<file path="config.mk">
export PLATFORM = sky130hd
export DESIGN_NAME = date_time_field_editor
export DESIGN_NICKNAME = d
export VERILOG_FILES = /design/src/design/dtfe_pkg.sv /design/src/design/dtfe_update.sv /design/src/design/date_time_field_editor.sv
export SDC_FILE = /design/constraint.sdc
export NUM_CORES = 1
export LEC_CHECK = 0
export ABC_CLOCK_PERIOD_IN_PS = 6700
export CAP_MARGIN = 20
export CELL_PAD_IN_SITES_DETAIL_PLACEMENT = 0
export CELL_PAD_IN_SITES_GLOBAL_PLACEMENT = 1
export CORE_ASPECT_RATIO = 0.7
export CORE_MARGIN = 1.5
export CORE_UTILIZATION = 28
export CTS_CLUSTER_SIZE = 16
export DETAILED_ROUTE_END_ITERATION = 8
export DONT_BUFFER_PORTS = 1
export GPL_ROUTABILITY_DRIVEN = 0
export PLACE_DENSITY = 0.48
export SLEW_MARGIN = 10
export SYNTH_ARGS = -nofsm -noshare
export SYNTH_HDL_FRONTEND = slang
export SYNTH_SLANG_ARGS = --single-unit
export TNS_END_PERCENT = 30
</file>
<file path="constraint.sdc">
create_clock -name i_clk -period 6.7 [get_ports i_clk]
set_input_delay 1.005 -clock i_clk [delete_from_list [all_inputs] [get_ports i_clk]]
set_output_delay 1.005 -clock i_clk [all_outputs]
set_load 0.05 [all_outputs]
</file>
<file path="src/design/dtfe_pkg.sv">
// Shared types, codes and helper functions for the date and time field editor.
`timescale 1ns / 1ps

package dtfe_pkg;

    typedef enum logic [1:0] {
        KIND_LOAD   = 2'd0,
        KIND_UNITS  = 2'd1,
        KIND_TENS   = 2'd2,
        KIND_ACCEPT = 2'd3
    } t_kind;

    localparam logic [2:0] FIELD_YEAR    = 3'd0;
    localparam logic [2:0] FIELD_MONTH   = 3'd1;
    localparam logic [2:0] FIELD_DAY     = 3'd2;
    localparam logic [2:0] FIELD_HOURS   = 3'd3;
    localparam logic [2:0] FIELD_MINUTES = 3'd4;
    localparam logic [2:0] FIELD_SECONDS = 3'd5;

    localparam logic [6:0] YEAR_MAX   = 7'd99;
    localparam logic [3:0] MONTH_MAX  = 4'd12;
    localparam logic [4:0] HOURS_MAX  = 5'd23;
    localparam logic [5:0] MINSEC_MAX = 6'd59;

    typedef struct packed {
        t_kind      kind;
        logic [6:0] load_year;
        logic [3:0] load_month;
        logic [4:0] load_day;
        logic [4:0] load_hours;
        logic [5:0] load_minutes;
        logic [5:0] load_seconds;
    } t_item;

    typedef struct packed {
        logic [2:0] field;
        logic [6:0] year;
        logic [3:0] month;
        logic [4:0] day;
        logic [4:0] hours;
        logic [5:0] minutes;
        logic [5:0] seconds;
    } t_state;

    // Length of the month, with the leap day in February of every fourth year.
    function automatic logic [4:0] days_in_month(input logic [3:0] month,
                                                 input logic [6:0] year);
        logic [4:0] len;
        case (month)
            4'd2:    len = (year[1:0] == 2'd0) ? 5'd29 : 5'd28;
            4'd4, 4'd6, 4'd9, 4'd11: len = 5'd30;
            default: len = 5'd31;
        endcase
        return len;
    endfunction

    // Last decimal digit of a value below 128, by reciprocal multiplication.
    function automatic logic [6:0] last_digit(input logic [6:0] v);
        logic [14:0] prod;
        logic [3:0]  q;
        logic [6:0]  tens;
        prod = {8'd0, v} * 15'd205;
        q    = prod[14:11];
        tens = {q, 3'd0} + {2'd0, q, 1'b0};
        return v - tens;
    endfunction

    // Adds ten and keeps only the last digit when the sum passes the top.
    function automatic logic [6:0] add_ten(input logic [6:0] v, input logic [6:0] top);
        logic [6:0] s;
        s = v + 7'd10;
        return (s > top) ? last_digit(s) : s;
    endfunction

endpackage

</file>
<file path="src/design/dtfe_update.sv">
// Next-state logic of the editor for one key event.
`timescale 1ns / 1ps

module dtfe_update (
    input  dtfe_pkg::t_item  i_item,
    input  dtfe_pkg::t_state i_state,
    output dtfe_pkg::t_state o_state,
    output logic             o_commit
);

    logic [4:0] dim;
    logic [5:0] day_inc;
    logic [6:0] day_ten;

    assign dim     = dtfe_pkg::days_in_month(i_state.month, i_state.year);
    assign day_inc = {1'b0, i_state.day} + 6'd1;
    assign day_ten = dtfe_pkg::add_ten({2'd0, i_state.day}, {2'd0, dim});

    always_comb begin
        o_state  = i_state;
        o_commit = 1'b0;
        case (i_item.kind)
            dtfe_pkg::KIND_LOAD: begin
                o_state.field   = dtfe_pkg::FIELD_YEAR;
                o_state.year    = (i_item.load_year > dtfe_pkg::YEAR_MAX) ?
                                  7'd0 : i_item.load_year;
                o_state.month   = (i_item.load_month == 4'd0 ||
                                   i_item.load_month > dtfe_pkg::MONTH_MAX) ?
                                  4'd1 : i_item.load_month;
                o_state.day     = (i_item.load_day == 5'd0) ? 5'd1 : i_item.load_day;
                o_state.hours   = (i_item.load_hours > dtfe_pkg::HOURS_MAX) ?
                                  5'd0 : i_item.load_hours;
                o_state.minutes = (i_item.load_minutes > dtfe_pkg::MINSEC_MAX) ?
                                  6'd0 : i_item.load_minutes;
                o_state.seconds = (i_item.load_seconds > dtfe_pkg::MINSEC_MAX) ?
                                  6'd0 : i_item.load_seconds;
            end
            dtfe_pkg::KIND_UNITS: begin
                case (i_state.field)
                    dtfe_pkg::FIELD_YEAR:
                        o_state.year = (i_state.year >= dtfe_pkg::YEAR_MAX) ?
                                       7'd0 : i_state.year + 7'd1;
                    dtfe_pkg::FIELD_MONTH:
                        o_state.month = (i_state.month >= dtfe_pkg::MONTH_MAX) ?
                                        4'd1 : i_state.month + 4'd1;
                    dtfe_pkg::FIELD_DAY:
                        o_state.day = (day_inc > {1'b0, dim}) ? 5'd1 : day_inc[4:0];
                    dtfe_pkg::FIELD_HOURS:
                        o_state.hours = (i_state.hours >= dtfe_pkg::HOURS_MAX) ?
                                        5'd0 : i_state.hours + 5'd1;
                    dtfe_pkg::FIELD_MINUTES:
                        o_state.minutes = (i_state.minutes >= dtfe_pkg::MINSEC_MAX) ?
                                          6'd0 : i_state.minutes + 6'd1;
                    dtfe_pkg::FIELD_SECONDS:
                        o_state.seconds = (i_state.seconds >= dtfe_pkg::MINSEC_MAX) ?
                                          6'd0 : i_state.seconds + 6'd1;
                    default: ;
                endcase
            end
            dtfe_pkg::KIND_TENS: begin
                case (i_state.field)
                    dtfe_pkg::FIELD_YEAR:
                        o_state.year = dtfe_pkg::add_ten(i_state.year, dtfe_pkg::YEAR_MAX);
                    dtfe_pkg::FIELD_MONTH: begin
                        if (i_state.month > 4'd10) begin
                            o_state.month = i_state.month - 4'd10;
                        end else if (i_state.month < 4'd3) begin
                            o_state.month = i_state.month + 4'd10;
                        end
                    end
                    dtfe_pkg::FIELD_DAY:
                        o_state.day = (day_ten == 7'd0) ? 5'd1 : day_ten[4:0];
                    dtfe_pkg::FIELD_HOURS:
                        o_state.hours = 5'(dtfe_pkg::add_ten({2'd0, i_state.hours},
                                                             {2'd0, dtfe_pkg::HOURS_MAX}));
                    dtfe_pkg::FIELD_MINUTES:
                        o_state.minutes = 6'(dtfe_pkg::add_ten({1'b0, i_state.minutes},
                                                               {1'b0, dtfe_pkg::MINSEC_MAX}));
                    dtfe_pkg::FIELD_SECONDS:
                        o_state.seconds = 6'(dtfe_pkg::add_ten({1'b0, i_state.seconds},
                                                               {1'b0, dtfe_pkg::MINSEC_MAX}));
                    default: ;
                endcase
            end
            default: begin
                if (i_state.field >= dtfe_pkg::FIELD_SECONDS) begin
                    o_state.field = dtfe_pkg::FIELD_YEAR;
                    o_commit      = 1'b1;
                end else begin
                    o_state.field = i_state.field + 3'd1;
                end
            end
        endcase
    end

endmodule

</file>
<file path="src/design/date_time_field_editor.sv">
// Top level of the date and time field editor: input register, state and result register.
//
//   Channel   Direction  Handshake                  Payload
//   in        input      i_in_valid / o_in_ready    i_kind, i_load_*
//   out       output     o_out_valid / i_out_ready  o_field_index, o_cur_*, o_commit
//
// Each beat is held in the input register while the update logic works on it, and
// its result is then registered in the state register, and one beat is taken per
// cycle while the output is drained. The edit state lives in one register set that
// is written as an item leaves the input register. Reset clears the valid flags and
// sets the state to year 0, month 1, day 1, 00:00:00 with the year field selected.
// A stall at the output holds the result register and then the input register.
`timescale 1ns / 1ps

module date_time_field_editor (
    input  logic       i_clk,
    input  logic       i_rst_n,
    input  logic       i_in_valid,
    output logic       o_in_ready,
    input  logic [1:0] i_kind,
    input  logic [6:0] i_load_year,
    input  logic [3:0] i_load_month,
    input  logic [4:0] i_load_day,
    input  logic [4:0] i_load_hours,
    input  logic [5:0] i_load_minutes,
    input  logic [5:0] i_load_seconds,
    output logic       o_out_valid,
    input  logic       i_out_ready,
    output logic [2:0] o_field_index,
    output logic [6:0] o_cur_year,
    output logic [3:0] o_cur_month,
    output logic [4:0] o_cur_day,
    output logic [4:0] o_cur_hours,
    output logic [5:0] o_cur_minutes,
    output logic [5:0] o_cur_seconds,
    output logic       o_commit
);

    logic             r_in_valid;
    dtfe_pkg::t_item  r_item;
    dtfe_pkg::t_state r_state;
    logic             r_out_valid;
    logic             r_commit;
    dtfe_pkg::t_state n_state;
    logic             n_commit;
    logic             advance;

    assign advance    = r_in_valid && (!r_out_valid || i_out_ready);
    assign o_in_ready = !r_in_valid || advance;

    dtfe_update u_update (
        .i_item  (r_item),
        .i_state (r_state),
        .o_state (n_state),
        .o_commit(n_commit)
    );

    always_ff @(posedge i_clk) begin
        if (!i_rst_n) begin
            r_in_valid <= 1'b0;
        end else if (o_in_ready) begin
            r_in_valid <= i_in_valid;
        end
    end

    always_ff @(posedge i_clk) begin
        if (i_in_valid && o_in_ready) begin
            r_item.kind         <= dtfe_pkg::t_kind'(i_kind);
            r_item.load_year    <= i_load_year;
            r_item.load_month   <= i_load_month;
            r_item.load_day     <= i_load_day;
            r_item.load_hours   <= i_load_hours;
            r_item.load_minutes <= i_load_minutes;
            r_item.load_seconds <= i_load_seconds;
        end
    end

    always_ff @(posedge i_clk) begin
        if (!i_rst_n) begin
            r_state.field   <= dtfe_pkg::FIELD_YEAR;
            r_state.year    <= 7'd0;
            r_state.month   <= 4'd1;
            r_state.day     <= 5'd1;
            r_state.hours   <= 5'd0;
            r_state.minutes <= 6'd0;
            r_state.seconds <= 6'd0;
            r_out_valid     <= 1'b0;
            r_commit        <= 1'b0;
        end else if (advance) begin
            r_state     <= n_state;
            r_out_valid <= 1'b1;
            r_commit    <= n_commit;
        end else if (i_out_ready) begin
            r_out_valid <= 1'b0;
        end
    end

    assign o_out_valid   = r_out_valid;
    assign o_field_index = r_state.field;
    assign o_cur_year    = r_state.year;
    assign o_cur_month   = r_state.month;
    assign o_cur_day     = r_state.day;
    assign o_cur_hours   = r_state.hours;
    assign o_cur_minutes = r_state.minutes;
    assign o_cur_seconds = r_state.seconds;
    assign o_commit      = r_commit;

endmodule

</file>
==> metrics.md, run 1 <==
| Metric | Value |
|---|---|
| Status | completed |
| First DRT Iteration DRCs | 343 |
| # rows | 58 |
| Fin crit share | 91.8% |
| DIE HEIGHT | 164 um |
| Port Buffers | 0 |
| Pwr Density | 224 nW/um^2 |
| Lkg Pwr | 5.21 nW |
| CP startpoint kind | flop |
| Vias per cell | 4.75 |
| Unrepaired setup endpoints after global routing | false |
| Commonest non-fill, non-tap cell in the layout | ha_1 |
| Most frequent cells in the layout | ha_1 (223), inv_1 (168), nor2_1 (86) |
| Post-DP HPWL | 23.9 mm |
| Arr. time, crit path | 6.35 ns |
| Syn_area_per_cell | 8.77 um^2 |
| Post-synthesis mux area share | 1.68% |
| Asr flop ratio synth | 0% |
| Hold Fails Final Rpt | 0 |
| First-pass GRT wire length | 47.1 mm |
| Seq cells post-synth | 74 |
| Critical path's slowest cell | fa_1 |
| N_diodes | 0 |
| Placed Area | 11,200 um^2 |
| Most frequent cell on the critical path | inv_1 |
| Final std cells w/o fill | 1,694 |
| Tmin final | 6.15 ns |
| Critical path class | reg2reg |
| Min-Delay Path Class | reg2reg |
| Fillcell total | 3,828 |
| Number of remaining DRC errors | 0 |
| CTS resizes | 0 |
| Worst Path Max Fanout | 5 |
| Ys flop type | dfxtp_1 |
| Post-synthesis sequential area ratio | 17.7% |
| Hold slack final | 0.517 ns |
| Latest clock arrival within the worst-skew pair | 0.34 ns |
| Synthesized Nets | 1,486 |
| Hold Buf Count CTS | 0 |
| Fin area | 11,500 um^2 |
| Max VDD drop | 0.000105 V |
| CTS tree | built |
| CP max stage delay | 0.53 ns |
| Synth warn | 0 |
| Synth Area in Compound Gates | 17.3% |
| Avg WL per Cell | 17.1 um |
| Synthesis-to-finish area growth | 11.3% |
| Simple-Gate Fraction of Synth Area | 12.8% |
| Overall routing resource usage | 15.8% |
| Synth Instances | 1,179 |
| Slew @ Worst Pin | 0.903 ns |
| Largest net degree at the start of global routing | 44 |
| Synth Area in Adders | 35.7% |
| Root Buffer | clkbuf_16 |
| Max Clock Freq | 163 MHz |
| Clk buf depth | 2 |
| Core Util, Final | 31.9% |
| Multi-input combinational cell area | 7720 um^2 |
| Total number of vias | 8,051 |
| # IOs | 78 |
| CTS H-tree lvls | 3 |
| EDFF count, synth | 35 |
| Drt pass-1 iters | 4 |
| Final worst slack | 0.550 ns |
| Number of global-route vias before repair | 8,343 |
| Storage element area | 1830 um^2 |
| Max cap viols | 0 |
| Core footprint | 36,100 um^2 |
| Die width | 233 um |
| # setup viols final | 0 |
| Starting Density | 28.6% |
| Dpl cells | 1,678 |
| Overall Power | 2.58 mW |
| Clock Skew | 0.00594 ns |
| TritonCTS Sinks | 74 |
| Worst Path Required | 6.90 ns |
| Total gr overflow | 0 |
| XOR/XNOR share of the synthesized area | 7.10% |
| Nets@finish | 1,516 |
| Share of layout cells above drive strength 1 | 8.90% |
| Final WL | 28.9 mm |
| Main combinational cell family by area after synthesis | adder cells |
| Initial antenna violation count | 0 |
| ANT nets after route | 0 |
| Sum Neg Setup Slack | 0 ns |
| Pre-CTS setup slack | 0.519 ns |
| Post-CTS setup buffers | 0 |
| Nature of the critical path endpoint | flop |
| Synthesized area | 10,300 um^2 |
| Reg clk slew, reported paths | 0.06 ns |
| Final slew viol count | 0 |
| Slew HR | 39.8% |
| DIE AREA | 38,100 um^2 |
| Netlist cell types | 83 |
| Clock buffer count from CTS | 9 |
## synth_stat cells (29+ instances only)
| cell | number | area share, % |
|---|---|---|
| inv_1 | 168 | 6.1 |
| ha_1 | 223 | 27 |
| xnor2_1 | 43 | 3.6 |
| nor2_1 | 86 | 3.1 |
| nand3_1 | 29 | 1.4 |
| fa_1 | 45 | 8.7 |
| a21oi_1 | 72 | 3.5 |
| dfxtp_1 | 39 | 7.5 |
| nand2_1 | 58 | 2.1 |
| edfxtp_1 | 35 | 10 |
| xor2_1 | 34 | 2.9 |
| o21ai_0 | 53 | 2.6 |
## logic make-up (layout without fill, tap and decap cells)
group	after synthesis	after routing
AND/OR/NAND/NOR	273	273
buffers and inverters	205	240
AO/OA/AOI/OAI	262	262
multiplexers	17	17
adder cells (fa/ha/maj)	268	268
flip-flops	74	74
XOR/XNOR	80	80
## cell type report
cell class / instances / share of cell area [%]
clock inverters: 7 / 0.804
well taps: 480 / 5.22
multi-input cells: 900 / 67.0
inverters: 170 / 5.54
clock buffers: 9 / 1.96
flip-flops and latches: 74 / 15.9
repair buffers: 54 / 3.52
## power breakdown
part	internal [mW]	total [mW]	switching (mW)
registers	0.499	0.528	0.0287
clock network	0.326	0.533	0.207
logic	0.652	1.52	0.870
total	1.48	2.58	1.11
## flip-flops by register name, summed over array words and instances, names as in the netlist
name and flops:
o_out_valid 1, o_cur_seconds 6, o_cur_day 5, o_cur_month 4, o_field_index 3, o_commit 1, o_cur_minutes 6, o_cur_hours 5
r_item 35, r_in_valid 1, o_cur_year 7
## worst max-delay path: cells and delay by family (launching register included)
kind,cells,cell delay [ns]
xor+xnor,2,0.35
mux,1,0.09
fa+ha+maj,8,2.85
buf+inv,6,0.37
compound gates,7,1.79
simple gates,2,0.23
flops,1,0.31
## worst paths after layout
path                                       to     startpoint  depth (start not counted)  slack, ns
worst min-delay path             o_cur_day[2]   o_cur_day[2]                          2       0.52
worst min register to register   o_cur_day[2]   o_cur_day[2]                          2       0.52
worst max-delay path            o_cur_year[4]  o_cur_year[1]                         26       0.55
worst max register to register  o_cur_year[4]  o_cur_year[1]                         26       0.55
## routing by layer
layer	part of all wire, %	track usage (%)	up-vias
li1	-	-	4195
met2	41	23.8	77
met1	55	23.7	3771
met3	3.4	2.43	8
met5	0	0	-
met4	0.63	2.52	0
No activity file was read; power rests on OpenSTA's default activity.
==> inputs of run 2 (changes only) <==
--- a/config.mk
+++ b/config.mk
@@ -16,7 +16,7 @@
 export DETAILED_ROUTE_END_ITERATION = 8
 export DONT_BUFFER_PORTS = 1
 export GPL_ROUTABILITY_DRIVEN = 0
-export PLACE_DENSITY = 0.48
+export PLACE_DENSITY = 0.55
 export SLEW_MARGIN = 10
 export SYNTH_ARGS = -nofsm -noshare
 export SYNTH_HDL_FRONTEND = slang
==> metrics.md, run 2 (same netlist as run 1, synthesis figures left out) <==
| Metric | Value |
|---|---|
| Status | completed (unchanged) |
| Commonest non-fill, non-tap cell in the layout | ha_1 (unchanged) |
| CTS tree | built (unchanged) |
| Port Buffers | 0 (unchanged) |
| Latest clock arrival within the worst-skew pair | 0.34 ns (about the same) |
| Max Clock Freq | 160 MHz (was 163 MHz) |
| Vias per cell | 4.81 (was 4.75) |
| Initial antenna violation count | 0 (unchanged) |
| Tmin final | 6.25 ns (was 6.15 ns) |
| Lkg Pwr | 5.15 nW (was 5.21 nW) |
| Most frequent cells in the layout | ha_1 (223), inv_1 (168), nor2_1 (86) (unchanged) |
| Reg clk slew, reported paths | 0.07 ns (was 0.06 ns) |
| Most flop-heavy register | r_item (unchanged) |
| Storage element area | 1830 um^2 (unchanged) |
| Slew HR | 38.2% (was 39.8%) |
| Root Buffer | clkbuf_16 (unchanged) |
| Cell-internal power | 1.39 mW (was 1.48 mW) |
| Multi-input combinational cell area | 7720 um^2 (unchanged) |
| Net Sw Frac | 44.0% (was 42.8%) |
| DIE HEIGHT | 164 um (unchanged) |
| Pwr Density | 217 nW/um^2 (was 224 nW/um^2) |
| Clock buffer count from CTS | 9 (unchanged) |
| Fillcell total | 3,847 (was 3,828) |
| CTS resizes | 0 (unchanged) |
| DIE AREA | 38,100 um^2 (unchanged) |
| Final WL | 27.7 mm (was 28.9 mm) |
| Fin area | 11,400 um^2 (was 11,500 um^2) |
| Clk buf depth | 2 (unchanged) |
| TritonCTS Sinks | 74 (unchanged) |
| Post-DP HPWL | 22.9 mm (was 23.9 mm) |
| Comb pwr share | 60.0% (was 58.9%) |
| Min-Delay Path Class | reg2reg (unchanged) |
| Avg WL per Cell | 16.4 um (was 17.1 um) |
| Starting Density | 28.6% (unchanged) |
| Core Util, Final | 31.6% (was 31.9%) |
| ANT nets after route | 0 (unchanged) |
| Total number of vias | 8,116 (was 8,051) |
| Register share of total power | 21.4% (was 20.4%) |
| Worst Path Required | 6.91 ns (was 6.90 ns) |
| Slew @ Worst Pin | 0.926 ns (was 0.903 ns) |
| Synthesis-to-finish area growth | 10.3% (was 11.3%) |
| Share of layout cells above drive strength 1 | 8.37% (was 8.90%) |
| Placed Area | 11,100 um^2 (was 11,200 um^2) |
| Switching power | 1.09 mW (was 1.11 mW) |
| Core footprint | 36,100 um^2 (unchanged) |
| Max VDD drop | 0.000111 V (was 0.000105 V) |
| Hold Buf Count CTS | 0 (unchanged) |
| Arr. time, crit path | 6.45 ns (was 6.35 ns) |
| Number of global-route vias before repair | 8,170 (was 8,343) |
| Dpl cells | 1,670 (was 1,678) |
| Hold Fails Final Rpt | 0 (unchanged) |
| Final std cells w/o fill | 1,686 (was 1,694) |
| Die width | 233 um (unchanged) |
| CTS H-tree lvls | 3 (unchanged) |
| N_diodes | 0 (unchanged) |
| Final slew viol count | 0 (unchanged) |
| Worst Path Max Fanout | 5 (unchanged) |
| # rows | 58 (unchanged) |
| First DRT Iteration DRCs | 440 (was 343) |
| # setup viols final | 0 (unchanged) |
| Number of remaining DRC errors | 0 (unchanged) |
| Unrepaired setup endpoints after global routing | false (unchanged) |
| Largest net degree at the start of global routing | 44 (unchanged) |
| Post-CTS setup buffers | 0 (unchanged) |
| Drt pass-1 iters | 4 (unchanged) |
| Overall routing resource usage | 14.9% (was 15.8%) |
| Hold slack final | 0.591 ns (was 0.517 ns) |
| Clock Skew | 0.00908 ns (was 0.00594 ns) |
| # IOs | 78 (unchanged) |
| Nature of the critical path endpoint | flop (unchanged) |
| Sum Neg Setup Slack | 0 ns (unchanged) |
| First-pass GRT wire length | 44.8 mm (was 47.1 mm) |
| Clock Power Share | 18.6% (was 20.6%) |
| Fin crit share | 93.2% (was 91.8%) |
| Max cap viols | 0 (unchanged) |
| Critical path class | reg2reg (unchanged) |
| CP startpoint kind | flop (unchanged) |
| Max FFs per register | 35 (unchanged) |
| Total gr overflow | 0 (unchanged) |
| Nets@finish | 1,508 (was 1,516) |
==> run 2: cell types whose count changed in the layout (fill, tap and decap cells not counted), sizes merged <==
cell,previous run,this run
buf,54,46
clkinvlp,2,3
bufinv,2,0
inv,170,171
==> run 2: area by class of cell <==
class / instances / share of cell area (%)
well taps: 480 / 5.26
clock inverters: 7 / 0.471
clock buffers: 9 / 1.97
flip-flops and latches: 74 / 16.1
repair buffers: 46 / 3.03
multi-input cells: 900 / 67.6
inverters: 170 / 5.59
==> run 2: worst paths after layout <==
kind                 startpoint  slack [ns]            end  depth (start not counted)
hold reg to reg      r_in_valid        0.59     r_in_valid                          2
setup / recovery  o_cur_year[2]        0.45  o_cur_year[4]                         26
hold / removal       r_in_valid        0.59     r_in_valid                          2
setup reg to reg  o_cur_year[2]        0.45  o_cur_year[4]                         26
==> run 2: per-stage QoR <==
stage	power (mW)	worst slack, ns
finish	2.48	0.454
global route	2.75	0.0334
CTS	2.52	0.444
detailed placement	2.03	0.461
global placement	2.04	0.528
floorplan	1.70	0.303
==> run 2: power groups by stage <==
| stage | combinational, mW | clock [mW] | sequential [mW] |
|---|---|---|---|
| floorplan | 1.14 | 0 | 0.563 |
| global placement | 1.50 | 0 | 0.540 |
| detailed placement | 1.49 | 0 | 0.540 |
| CTS | 1.51 | 0.479 | 0.530 |
| global route | 1.71 | 0.497 | 0.534 |
| finish | 1.49 | 0.463 | 0.530 |
==> run 2: critical path, cell delays in order, from the launching register on <==
cell and delay, ns:
dfxtp_1 0.35, ha_1 0.25, o21ai_0 0.20, xor2_1 0.21
inv_1 0.14, ha_1 0.34, inv_1 0.06, fa_1 0.49
inv_1 0.04, ha_1 0.26, inv_1 0.05, fa_1 0.49
inv_1 0.04, ha_1 0.18, a2111o_1 0.42, o211a_1 0.28
o21a_1 0.24, nor3_1 0.15, nor2_1 0.10, fa_1 0.53
inv_1 0.04, ha_1 0.32, a21oi_1 0.21, xnor2_1 0.15
mux2i_1 0.10, a221oi_1 0.38, a2111oi_2 0.08
==> run 2: metal layers <==
layer  GRT usage (%)  wire [um]  share of wire [%]
met4            1.96         92               0.33
met3            2.57       1170                4.2
met2            22.7      11400                 41
met1            22.2      15000                 54
met5               0          0                  0
